`config.mk`:
```
export PLATFORM = sky130hd
export DESIGN_NAME = frame_crc16_checker_top
export DESIGN_NICKNAME = d
export VERILOG_FILES = /design/src/hw/rtl/fcc_pkg.sv /design/src/hw/rtl/frame_crc16_checker_top.sv /design/src/hw/rtl/fcc_frame.sv
export SDC_FILE = /design/constraint.sdc
export NUM_CORES = 1
export LEC_CHECK = 0
export ABC_CLOCK_PERIOD_IN_PS = 5600
export BUFFER_PORTS_ARGS = -buffer_cell sky130_fd_sc_hd__buf_2
export CAP_MARGIN = 20
export CORE_MARGIN = 8
export CORE_UTILIZATION = 35
export DETAILED_ROUTE_END_ITERATION = 6
export PLACE_DENSITY = 0.6
export SLEW_MARGIN = 20
export SYNTH_ARGS = -nofsm -noshare
export SYNTH_HDL_FRONTEND = slang
export SYNTH_SLANG_ARGS = --single-unit
```
`constraint.sdc`:
```
create_clock -name i_clk -period 5.6 [get_ports i_clk]
set_clock_uncertainty 0.05 [all_clocks]
set_input_delay 0.28 -clock i_clk [delete_from_list [all_inputs] [get_ports i_clk]]
set_output_delay 0.28 -clock i_clk [all_outputs]
set_load 0.05 [all_outputs]
```
`src/hw/rtl/fcc_pkg.sv`:
```
package fcc_pkg;

    localparam int FCC_MAX_FRAME = 256;

    localparam int FCC_CFG_IDX_W  = 2;
    localparam int FCC_CFG_DATA_W = 8;

    localparam logic [FCC_CFG_IDX_W-1:0] CFG_EXTRA_MODE  = 2'd0;
    localparam logic [FCC_CFG_IDX_W-1:0] CFG_MSG_ID_POS  = 2'd1;
    localparam logic [FCC_CFG_IDX_W-1:0] CFG_TABLE_ID    = 2'd2;
    localparam logic [FCC_CFG_IDX_W-1:0] CFG_TABLE_EXTRA = 2'd3;

    localparam logic       CFG_EXTRA_MODE_RST  = 1'b1;
    localparam logic [7:0] CFG_MSG_ID_POS_RST  = 8'd5;
    localparam logic [7:0] CFG_TABLE_ID_RST    = 8'd0;
    localparam logic [7:0] CFG_TABLE_EXTRA_RST = 8'd0;

    localparam logic [15:0] CRC_INIT = 16'hFFFF;

    typedef struct packed {
        logic       extra_mode;
        logic [7:0] msg_id_pos;
        logic [7:0] table_id;
        logic [7:0] table_extra;
    } t_fcc_cfg;

    typedef struct packed {
        logic        crc_ok;
        logic [15:0] crc;
    } t_fcc_res;

    // x.25 / mcrf4xx byte update
    function automatic logic [15:0] crc_fold(input logic [15:0] crc, input logic [7:0] b);
        logic [7:0] t;
        t = b ^ crc[7:0];
        t = t ^ {t[3:0], 4'b0000};
        return {8'h00, crc[15:8]} ^ {t, 8'h00} ^ {5'b00000, t, 3'b000} ^ {12'h000, t[7:4]};
    endfunction

endpackage

```
`src/hw/rtl/frame_crc16_checker_top.sv`:
```
// frame crc-16 checker (x.25 / mcrf4xx, optional crc-extra)
//
// input channel: one frame byte per transaction on i_in_frame_byte, with
// i_in_last_byte marking the final byte of the frame. a transaction happens
// when i_in_valid is high and o_in_stall is low.
// output channel: one transaction per frame, given on the final byte, with
// o_out_crc_ok and o_out_computed_crc, taken when o_out_valid is high and
// i_out_stall is low.
// config port: i_cfg_we writes i_cfg_data to register i_cfg_index
// (0 extra_mode, 1 msg_id_pos, 2 table_id, 3 table_extra); write only idle.
// a final byte's result passes the input register and then the result register.
// throughput: one byte per cycle unless a final byte waits behind a stalled result,
// set by the crc byte updates between the input register and the result register.
// a stalled result holds the output register; the input register keeps
// moving non-final bytes and stalls only on a final byte behind a result
// still waiting. reset clears both registers, the frame state and the
// config registers to their defaults.
module frame_crc16_checker_top
    import fcc_pkg::*;
#(
    parameter int MAX_FRAME = FCC_MAX_FRAME
) (
    input  logic                      i_clk,
    input  logic                      i_rst_n,
    input  logic                      i_in_valid,
    output logic                      o_in_stall,
    input  logic [7:0]                i_in_frame_byte,
    input  logic                      i_in_last_byte,
    output logic                      o_out_valid,
    input  logic                      i_out_stall,
    output logic                      o_out_crc_ok,
    output logic [15:0]               o_out_computed_crc,
    input  logic                      i_cfg_we,
    input  logic [FCC_CFG_IDX_W-1:0]  i_cfg_index,
    input  logic [FCC_CFG_DATA_W-1:0] i_cfg_data
);

    t_fcc_cfg    r_cfg;
    t_fcc_res    w_res;
    logic        r_in_valid;
    logic [7:0]  r_in_byte;
    logic        r_in_last;
    logic        r_out_valid;
    logic        r_out_ok;
    logic [15:0] r_out_crc;
    logic        w_adv;
    logic        w_load;

    always_ff @(posedge i_clk) begin
        if (!i_rst_n) begin
            r_cfg.extra_mode  <= CFG_EXTRA_MODE_RST;
            r_cfg.msg_id_pos  <= CFG_MSG_ID_POS_RST;
            r_cfg.table_id    <= CFG_TABLE_ID_RST;
            r_cfg.table_extra <= CFG_TABLE_EXTRA_RST;
        end else if (i_cfg_we) begin
            case (i_cfg_index)
                CFG_EXTRA_MODE:  r_cfg.extra_mode  <= i_cfg_data[0];
                CFG_MSG_ID_POS:  r_cfg.msg_id_pos  <= i_cfg_data;
                CFG_TABLE_ID:    r_cfg.table_id    <= i_cfg_data;
                CFG_TABLE_EXTRA: r_cfg.table_extra <= i_cfg_data;
                default: begin
                end
            endcase
        end
    end

    assign w_adv      = r_in_valid && (!r_in_last || !r_out_valid || !i_out_stall);
    assign w_load     = w_adv && r_in_last;
    assign o_in_stall = r_in_valid && !w_adv;

    always_ff @(posedge i_clk) begin
        if (!i_rst_n) begin
            r_in_valid <= 1'b0;
        end else if (!o_in_stall) begin
            r_in_valid <= i_in_valid;
        end
    end

    always_ff @(posedge i_clk) begin
        if (i_in_valid && !o_in_stall) begin
            r_in_byte <= i_in_frame_byte;
            r_in_last <= i_in_last_byte;
        end
    end

    fcc_frame #(
        .MAX_FRAME (MAX_FRAME)
    ) u_frame (
        .i_clk   (i_clk),
        .i_rst_n (i_rst_n),
        .i_adv   (w_adv),
        .i_byte  (r_in_byte),
        .i_last  (r_in_last),
        .i_cfg   (r_cfg),
        .o_res   (w_res)
    );

    always_ff @(posedge i_clk) begin
        if (!i_rst_n) begin
            r_out_valid <= 1'b0;
        end else if (w_load) begin
            r_out_valid <= 1'b1;
        end else if (!i_out_stall) begin
            r_out_valid <= 1'b0;
        end
    end

    always_ff @(posedge i_clk) begin
        if (w_load) begin
            r_out_ok  <= w_res.crc_ok;
            r_out_crc <= w_res.crc;
        end
    end

    assign o_out_valid        = r_out_valid;
    assign o_out_crc_ok       = r_out_ok;
    assign o_out_computed_crc = r_out_crc;

    a_result_from_last: assert property (@(posedge i_clk) disable iff (!i_rst_n)
        $rose(r_out_valid) |-> $past(w_adv && r_in_last))
        else $error("result without a final byte");

    a_stall_only_when_held: assert property (@(posedge i_clk) disable iff (!i_rst_n)
        o_in_stall |-> r_in_valid && r_in_last && r_out_valid && i_out_stall)
        else $error("input stalled without a waiting result");

    a_out_hold: assert property (@(posedge i_clk) disable iff (!i_rst_n)
        o_out_valid && i_out_stall |=> o_out_valid && $stable(o_out_crc_ok)
                                       && $stable(o_out_computed_crc))
        else $error("stalled result changed");

endmodule

```
`src/hw/rtl/fcc_frame.sv`:
```
module fcc_frame
    import fcc_pkg::*;
#(
    parameter int MAX_FRAME = FCC_MAX_FRAME
) (
    input  logic       i_clk,
    input  logic       i_rst_n,
    input  logic       i_adv,
    input  logic [7:0] i_byte,
    input  logic       i_last,
    input  t_fcc_cfg   i_cfg,
    output t_fcc_res   o_res
);

    localparam int IW = $clog2(MAX_FRAME + 1);
    localparam int CW = (IW > 8) ? IW : 8;
    localparam logic [IW-1:0] MAX_IDX = IW'(MAX_FRAME);

    logic [15:0]   r_crc;
    logic [15:0]   n_crc;
    logic [7:0]    r_held0;
    logic [7:0]    r_held1;
    logic [IW-1:0] r_idx;
    logic [IW-1:0] n_idx;
    logic [7:0]    r_extra;
    logic [7:0]    n_extra;
    logic          w_capture;
    logic          w_fold;
    logic          w_too_short;
    logic          w_too_long;
    logic [15:0]   w_final_crc;

    always_comb begin
        w_capture = (r_idx != MAX_IDX) && (CW'(r_idx) == CW'(i_cfg.msg_id_pos));
        if (w_capture) begin
            n_extra = (i_byte == i_cfg.table_id) ? i_cfg.table_extra : 8'h00;
        end else begin
            n_extra = r_extra;
        end
        w_fold = (r_idx >= IW'(2)) && !(i_cfg.extra_mode && (r_idx == IW'(2)));
        n_crc  = w_fold ? crc_fold(r_crc, r_held0) : r_crc;
        n_idx  = (r_idx != MAX_IDX) ? r_idx + IW'(1) : r_idx;

        w_final_crc = i_cfg.extra_mode ? crc_fold(n_crc, n_extra) : n_crc;
        w_too_short = i_cfg.extra_mode ? (r_idx < IW'(2)) : (r_idx == '0);
        w_too_long  = (r_idx == MAX_IDX);

        o_res.crc_ok = !w_too_short && !w_too_long
                       && (r_held1 == w_final_crc[15:8]) && (i_byte == w_final_crc[7:0]);
        o_res.crc    = w_too_short ? 16'h0000 : w_final_crc;
    end

    always_ff @(posedge i_clk) begin
        if (!i_rst_n) begin
            r_crc   <= CRC_INIT;
            r_idx   <= '0;
            r_extra <= 8'h00;
        end else if (i_adv) begin
            if (i_last) begin
                r_crc   <= CRC_INIT;
                r_idx   <= '0;
                r_extra <= 8'h00;
            end else begin
                r_crc   <= n_crc;
                r_idx   <= n_idx;
                r_extra <= n_extra;
            end
        end
    end

    always_ff @(posedge i_clk) begin
        if (i_adv) begin
            r_held0 <= r_held1;
            r_held1 <= i_byte;
        end
    end

    a_idx_bound: assert property (@(posedge i_clk) disable iff (!i_rst_n)
        r_idx <= MAX_IDX)
        else $error("byte index past saturation");

    a_clear_after_last: assert property (@(posedge i_clk) disable iff (!i_rst_n)
        i_adv && i_last |=> (r_idx == '0) && (r_crc == CRC_INIT) && (r_extra == 8'h00))
        else $error("frame state not cleared after last byte");

    a_ok_needs_length: assert property (@(posedge i_clk) disable iff (!i_rst_n)
        o_res.crc_ok |-> !w_too_short && !w_too_long)
        else $error("crc ok on a frame of bad length");

endmodule

```
==> results of run 1 <==
==> state kept, by name, summed over array words and instances (netlist names) <==
name                cells
o_out_computed_crc     16
o_out_crc_ok            1
o_out_valid             1
r_cfg                  25
r_in_byte               8
r_in_last               1
r_in_valid              1
u_frame.r_crc          16
u_frame.r_extra         8
u_frame.r_held0         8
u_frame.r_held1         8
u_frame.r_idx           9
==> metrics by stage <==
| step | total power [mW] | worst slack [ns] | hold slack (ns) | util |
|---|---|---|---|---|
| 2_1_floorplan | 1.056 | 2.352 | 0.3289 | - |
| 4_1_cts | 1.730 | 1.514 | 0.03789 | 0.3993 |
| 5_1_grt | 1.788 | 1.156 | 0.03497 | 0.3993 |
| 3_5_place_dp | 1.126 | 1.513 | 0.4081 | 0.3811 |
| 3_3_place_gp | 1.122 | 1.753 | 0.4080 | 0.3809 |
| 6_report | 1.713 | 1.490 | 0.04831 | 0.3993 |
==> worst max-delay path by stage <==
stage / end / slack [ns] / depth (start not counted)
final: o_out_crc_ok$_DFFE_PP_ / 1.49 / 12
after global routing: o_out_crc_ok$_DFFE_PP_ / 1.16 / 12
after CTS: o_out_crc_ok$_DFFE_PP_ / 1.51 / 12
after detailed placement: o_out_crc_ok$_DFFE_PP_ / 1.51 / 12
after global placement: o_out_crc_ok$_DFFE_PP_ / 1.75 / 12
after floorplan: o_out_crc_ok$_DFFE_PP_ / 2.35 / 13
==> cell families (layout without fill, tap and decap cells) <==
| family | count (synthesis) | in the layout |
|---|---|---|
| muxes | 48 | 48 |
| buffers and inverters | 36 | 77 |
| AOI/OAI and AO/OA | 83 | 83 |
| xor gates and xnor gates | 95 | 95 |
| DFF | 102 | 102 |
| adders and majority gates | 3 | 3 |
| and+or+nand+nor | 147 | 147 |
==> layout by cell type, fill, tap and decap left out, drive strengths merged, types with 11 or more instances in the layout <==
cell | synthesis | final
clkbuf | 15 | 13
buf | 5 | 45
o21ai | 11 | 11
a21oi | 16 | 16
nor2 | 39 | 39
inv | 16 | 16
nand2 | 34 | 34
xor2 | 35 | 35
o211ai | 17 | 17
a31oi | 15 | 15
mux2i | 45 | 45
nor2b | 38 | 38
edfxtp | 42 | 42
xnor2 | 52 | 52
dfxtp | 60 | 60
==> critical path, delay by kind of cell, from the launching register on <==
family	cells	cell delay, ns
simple gates	3	0.79
buf+inv	1	0.34
flops	1	0.49
compound gates	3	0.62
fa+ha+maj	1	0.23
mux	2	0.71
xor+xnor	2	0.66
==> synth_stat cells (all sizes together), types with 3 or more instances <==
cell type	n	share of area
nand4	5	0.0056
o22ai	4	0.0045
ha	3	0.0067
xnor2	52	0.097
and3	3	0.0034
mux2	3	0.0067
a22oi	10	0.013
nand2	34	0.023
xnor3	3	0.012
xor2	35	0.058
buf	5	0.0063
xor3	5	0.021
clkbuf	15	0.010
inv	16	0.011
a21oi	16	0.014
o21ai	11	0.011
o211ai	17	0.023
nor3b	3	0.0040
nor3	5	0.0054
nor2	39	0.027
and2	3	0.0034
dfxtp	60	0.21
nand2b	3	0.0034
nor2b	38	0.042
a31oi	15	0.023
a211oi	3	0.0040
edfxtp	42	0.23
mux2i	45	0.088
nand3	5	0.0045
==> power by group through the flow <==
stage	Combinational, mW	Clock (mW)	Sequential (mW)
2_1_floorplan	0.213	0	0.843
3_3_place_gp	0.279	0	0.842
3_5_place_dp	0.282	0	0.843
4_1_cts	0.284	0.620	0.827
5_1_grt	0.306	0.652	0.829
6_report	0.282	0.605	0.827
==> per-layer routing <==
metal  part of all wire  wire (um)
met1               0.43       5629
met2               0.49       6431
met3              0.055        723
met4              0.026        340
met5                  0          0
==> cell type report <==
class	instances	area (um^2)
Clock buffer	13	270.3
Clock inverter	3	17.52
Fill cell	1571	9473
Inverter	16	60.06
Multi-Input combinational cell	376	2984
Sequential cell	102	2462
Tap cell	216	270.3
Timing Repair Buffer	45	232.7
==> metrics list, run 1 <==
* Reg-to-Reg End: o_out_crc_ok$_DFFE_PP_
* Setup Crit Path Kind: reg2reg
* Proportion of synthesized flip-flops having asynchronous set or reset: 0
- Counting tap cells, the placed design contains a total of 755 instances.
- The synthesized netlist contains 56 unique library cells.
* Insertion delay of the later-clocked pin in the worst-skew pair: 0.36 ns
* Met3 usage: 0.04025
- Area of all placed cells without fillers: 0.006297 mm^2
* Number of setup buffers added after CTS: 0
- The largest individual stage delay along the critical path comes from the cell sky130_fd_sc_hd__dfxtp_1.
* Yosys synthesis warning count: 0
- Layout overhead on the synthesized area: 12.54%
* Port Buf Inserts: 42
* Synth Area in Adders: 0.006708
- The worst path in the final design needs a cycle of 4.110 ns, including I/O delays and setup.
- Max-Slew Margin vs Limit: 0.2788
- Congestion Overflow GR: 0
- Global route hottest layer: met2
- For this run, the post-layout net count is 577.
* Main combinational cell family by area after synthesis: XOR/XNOR gates
* Pre-antenna DRT Iters: 5
* GR Util met2: 0.2285
- Total CTS buffers: 9
- Setup violations remaining at the end of the flow were counted as 0.
- For the worst flop-to-flop path, the logic depth is 12.
- After synthesis the cells add up to 0.005595 mm^2.
- Combinational cell fraction of total power: 0.164
- Placed inst area: 0.006010 mm^2
- STA classifies the critical path startpoint as a flop.
- Dividing the final minimum period by the clock period gives 0.7339.
- Once detailed placement completed, the half-perimeter wirelength came to 9928 um.
- Post-synthesis simple-gate area fraction: 0.1369
- CTS Hold Bufs: 0
* Detail Route Antenna Nets: 0
- WL per Instance: 17.02 um
- Area fraction in compound gates after synthesis: 0.1058
* Largest vdd supply drop: 246.4 uV
* Overall routing resource usage: 0.1338
- RSZ-0062 raised after global routing: false
- Clock tree from TritonCTS: yes
* Cell row count: 46
- For this run, the top clock speed supported by timing is 243.3 MHz.
* Launch point of the worst hold path: i_in_frame_byte[5]
- STA classifies the critical path endpoint as a flop.
* Cts repair resizes: 0
- The first global-routing pass estimated 20,970 um of wire.
- Highest cell delay on the worst timing path: 0.49 ns
- 0 antenna diodes ended up in the layout.
- The cell that appears most often on the critical path is sky130_fd_sc_hd__a21oi_1.
- In this run the worst setup path begins at u_frame.r_idx[1]$_SDFFE_PN0P_.
- Switch Pwr: 449.8 uW
- Max Fanout on Critical Path: 10
- The min-delay analysis places its worst path in the category in2reg.
- Power density over cell area: 272.0 mW/mm^2
* Routability Congestion: 0.8763
- In this run the deepest clock path goes through 2 buffers.
- Clock Sink Count: 102
* Setup tns final: 0 ns
* EDFF count, synth: 42
* Vias in the first global route: 3,900
- Net count after synthesis: 541
- Switching portion of total power: 0.2625
- Hold Vio Cnt, Final: 0
* R2r startpoint: u_frame.r_idx[1]$_SDFFE_PN0P_
- The detailed router placed 3,801 vias in this run.
- Clock-pin slew was measured on the worst setup and hold paths at 0.07 ns.
- During I/O placement, the number of pins put on the boundary was 43.
- Of the total power, the clock network draws 0.353.
- Counting instances, the worst hold path has a depth of 1.
- Walking the worst path, the cells encountered are ha_1, nor2_1, a21oi_1, or2_1, buf_4, mux2i_4, xnor2_2, xor2_1, mux2_4, a2111oi_2, a21oi_1, nor4_2.
- Synthesized-area fraction occupied by xor and xnor cells: 0.1890
* Buffer type at the clock tree root: sky130_fd_sc_hd__clkbuf_16
* Critical Path AT: 4.23 ns
- Vias/cell: 4.930
- Internal cell power: 1.263 mW
* Syn Area/Cell: 10.89 um^2
- Floorplan core area: 0.01577 mm^2
* Remaining design rule violation count: 0
* H-tree level count: 3
- The portion of synthesized area spent on multiplexers is 0.09459.
* Prevailing post-synth register cell: sky130_fd_sc_hd__dfxtp_1
- The die is 142.4 um wide.
* Number of violations of the max-capacitance limit: 0
* Pin count of the biggest net entering global routing: 41
- The worst hold path terminates at r_in_byte[5]$_DFFE_PP_.
- In this run the vertical extent of the chip is 142.4 um.
- Status: finished clean
* Antenna violations before repair: 0
- Worst-margin pin slew: 1.080 ns
- The number of pins exceeding their max-slew limit in the final report is 0.
- Of the cells placed in the final design, the portion with a size suffix greater than 1 is 0.1568.
- Number of violations reported at the end of detailed-routing iteration 0: 230
* Gate count of the mapped netlist: 514
- Portion of total power attributed to sequential cells: 0.483
* Setup slack of the most critical reg-to-reg path: 1.49 ns
* Post-route insts no fill: 771
- Initial Util: 0.3548
* Die footprint: 0.02029 mm^2
* Global-route met1 utilization: 0.1571
* Count of state elements after synthesis: 102
* Reported leakage power: 2.481 nW
- Data on the critical path is required at its endpoint by 5.72 ns.
- For this run, the register share of the synthesized area comes to 0.4401.
- Summed over all layers, the routed wires come to 13,130 um.
(Power assumes the default switching activity.)
==> run 2, diff against run 1 <==
- ABC_CLOCK_PERIOD_IN_PS: 5600 -> 3550
- PLACE_DENSITY: 0.6 -> 0.62
- clock period: 5.6 -> 3.55 ns (I/O delays scaled with it)
==> run 2 against run 1 <==
  * Worst setup slack worse by 1.3 ns
  * Via count increased by 4.5%
  * First-iteration DRC count fell by 2.6%
  * Hold slack got worse by 0.0063 ns
  * Combinational power grew 71%
  * Maximum frequency rose by 23%
  * Highest routed layer unchanged
  * Die area stayed put
  * Routed wire length grew 2.2%
  * Sequential power grew 57%
  * Global-route usage is 0.46 points higher
==> metrics list, run 2 (same netlist as run 1, synthesis figures left out) <==
- The largest fanout on the critical path was 19 (+9).
- Clock Sink Count: 102 (unchanged)
* Antenna violations before repair: 0 (unchanged)
- Floorplan core area: 0.01577 mm^2 (unchanged)
- Pre-CTS setup slack: 0.1854 ns (-1.327 ns)
- The worst supply voltage drop on vdd came to 281.8 uV (+14%).
- Data required time at the worst endpoint: 3.68 ns (-2.04 ns)
- Global route hottest layer: met2
- Ports placed on the boundary: 43 (unchanged)
- The slew at the pin with the worst max-slew slack was 1.030 ns (-0.04964 ns).
- Flip-flop count of the largest register, all copies and words added: 25 (unchanged)
- The total setup violations reported at the end of the flow came to 0 (unchanged).
* Layout overhead on the synthesized area: 18.11%
- Hold Vio Cnt, Final: 0 (unchanged)
- The cell area power density is 429.0 mW/mm^2 (+58%).
* Maximum root-to-sink buffer count: 2 (unchanged)
* Vias in the first global route: 4,080 (+4.6%)
* Number of violations of the max-capacitance limit: 0 (unchanged)
* DP Wirelength: 10,090 um (+1.7%)
- The total of buffers placed on input and output ports was 42 (unchanged).
- The top cell types in the final layout, fill and taps aside, are 60 x sky130_fd_sc_hd__dfxtp_1, 43 x sky130_fd_sc_hd__xnor2_1, 42 x sky130_fd_sc_hd__buf_2, 42 x sky130_fd_sc_hd__edfxtp_1, 40 x sky130_fd_sc_hd__mux2i_1.
- Kind of end point of the critical path: flop
* Buffer type at the clock tree root: sky130_fd_sc_hd__clkbuf_16
* Post-route worst setup slack: 0.2011 ns (-1.289 ns)
* GR Util met2: 0.2340 (+0.005511)
* Total inserted antenna cells: 0 (unchanged)
- The number of core rows is 46 (unchanged).
* Launch point of the worst hold path: i_out_stall
* Die W: 142.4 um (unchanged)
- Clock period minus worst slack: 3.349 ns (-0.7608 ns)
- The maximum level of the CTS H-tree came to 3 (unchanged).
* Overall routing resource usage: 0.1384 (+0.004638)
- The remaining global-route overflow is 0 (unchanged).
- The number of pins exceeding their max-slew limit in the final report was 0 (unchanged).
- Status: finished clean
* Upper clock frequency limit: 298.6 MHz (+23%)
* Max-Slew Margin vs Limit: 0.3119 (+0.03316)
- The met3 layer usage reported by global route came to 0.02449 (-0.01577).
* Initial Util: 0.3548 (unchanged)
- Traced cell by cell, the critical path runs through inv_1, ha_1, nor2_1, a21oi_2, or2_1, buf_12, mux2i_2, xnor2_1, xor2_1, mux2_4, a2111oi_2, a21oi_1, nor4_2.
* RSZ-0062 raised after global routing: false
- The final RePlAce weighted congestion came to 0.8816 (+0.60%).
- The data arrival time of the worst path is 3.48 ns (-0.75 ns).
- The count of vias placed by the detailed router came to 3,973 (+4.5%).
- The clock latency at the later pin of the worst-skew pair is 0.36 ns (about the same).
* Number of violations reported at the end of detailed-routing iteration 0: 224 (-2.6%)
- STA classifies the critical path startpoint as a flop.
- Clock-pin slew of the registers on the worst-case setup and hold paths: 0.07 ns (about the same)
- Die H: 142.4 um (unchanged)
* First-pass GRT wire length: 21,740 um (+3.7%)
- The slowest stage of the critical path is the sky130_fd_sc_hd__dfxtp_1 cell.
- The cell count of the worst hold path was 3 (+2).
* Period utilization: 0.9434 (+0.2095)
- Vias/cell: 4.954 (+0.48%)
* Reported leakage power: 2.649 nW (+6.8%)
- Pre-antenna DRT Iters: 4 (-1)
- Highest cell delay on the worst timing path: 0.39 ns (-0.10 ns)
- The floorplan die area is 0.02029 mm^2 (unchanged).
- End point of the worst hold path: o_out_valid$_SDFFE_PN0P_
- WL per Instance: 16.73 um (-1.7%)
* Hold Crit Class: in2reg
* Tightest hold margin: 0.04202 ns (-0.006292 ns)
- Setup slack of the most critical reg-to-reg path: 0.20 ns (-1.29 ns)
* Detail Route Antenna Nets: 0 (unchanged)
- The final routed wirelength across all metal layers is 13,420 um (+2.2%).
- The maximum number of pins on one net before global-route repair is 41 (unchanged).
- The number of buffers inserted during clock tree synthesis came to 9 (unchanged).
- The logic depth of the worst register-to-register path is 13 (+1).
* Clock tree from TritonCTS: yes
- Leaving out fill and tap cells, the most frequent cell in the layout is sky130_fd_sc_hd__dfxtp_1.
* Reg-to-Reg End: o_out_crc_ok$_DFFE_PP_
* Register bank with the most flops: r_cfg
- R2r startpoint: u_frame.r_idx[0]$_SDFFE_PN0P_
* Share of final-layout standard cells stronger than drive strength 1: 0.1894 (+0.03266)
- Setup Crit Path Kind: reg2reg
* Remaining design rule violation count: 0 (unchanged)
* Setup tns final: 0 ns (unchanged)
* Net count reported at finish: 608 (+5.4%)
- Global-route met1 utilization: 0.1680 (+0.01090)
## run 2: worst max path at each step
stage / cells after the start / start / slack (ns) / to
6_report: 13 / u_frame.r_idx[0]$_SDFFE_PN0P_ / 0.20 / o_out_crc_ok$_DFFE_PP_
5_1_grt: 10 / u_frame.r_idx[3]$_SDFFE_PN0P_ / 0.02 / o_out_crc_ok$_DFFE_PP_
4_1_cts: 12 / u_frame.r_idx[0]$_SDFFE_PN0P_ / 0.15 / o_out_crc_ok$_DFFE_PP_
3_5_place_dp: 12 / u_frame.r_idx[0]$_SDFFE_PN0P_ / 0.19 / o_out_crc_ok$_DFFE_PP_
3_3_place_gp: 13 / u_frame.r_idx[0]$_SDFFE_PN0P_ / 0.34 / o_out_crc_ok$_DFFE_PP_
2_1_floorplan: 13 / u_frame.r_idx[0]$_SDFFE_PN0P_ / 0.30 / o_out_crc_ok$_DFFE_PP_
## run 2: what timing repair did
action,in CTS,in global routing
buffers inserted,0,0
hold buffers,10,0
resized for setup,0,3
hold endpoints to repair,10,0
setup endpoints to repair,0,1
## run 2: cell type report
| type | count | area, um^2 |
|---|---|---|
| Clock buffer | 11 | 254.0 |
| Clock inverter | 5 | 63.81 |
| Fill cell | 1522 | 9161 |
| Inverter | 16 | 60.06 |
| Multi-Input combinational cell | 376 | 2995 |
| Sequential cell | 102 | 2462 |
| Tap cell | 216 | 270.3 |
| Timing Repair Buffer | 76 | 503.0 |
## run 2: worst max-delay path, delay by kind of cell (launching register included)
family	cells	cell delay, ns
AO/OA/AOI/OAI	3	0.48
XOR/XNOR	2	0.46
adder cells (fa/ha/maj)	1	0.23
buffers and inverters	2	0.28
flip-flops	1	0.39
multiplexers	2	0.59
AND/OR/NAND/NOR	3	0.67
## run 2: report_power, final
part | internal (mW) | switching [mW]
combinational | 0.228 | 0.254
clock | 0.597 | 0.453
sequential | 1.26 | 0.0410
total | 2.09 | 0.749
## run 2: per-stage QoR
| step | cell area, um^2 | total power, mW | instances | utilization |
|---|---|---|---|---|
| after floorplan | 5595 | 1.666 | 514 | - |
| after global placement | 6177 | 1.793 | 776 | 0.3917 |
| after detailed placement | 6177 | 1.800 | 776 | 0.3917 |
| after CTS | 6595 | 2.860 | 802 | 0.4182 |
| after global routing | 6609 | 2.959 | 802 | 0.4191 |
| final | 6609 | 2.835 | 802 | 0.4191 |
## run 2: per-layer routing
metal | part of all wire | vias to the layer above
met1 | 0.43 | 1917
met5 | 0 | -
met4 | 0.023 | 0
li1 | - | 1947
met3 | 0.044 | 22
met2 | 0.50 | 87
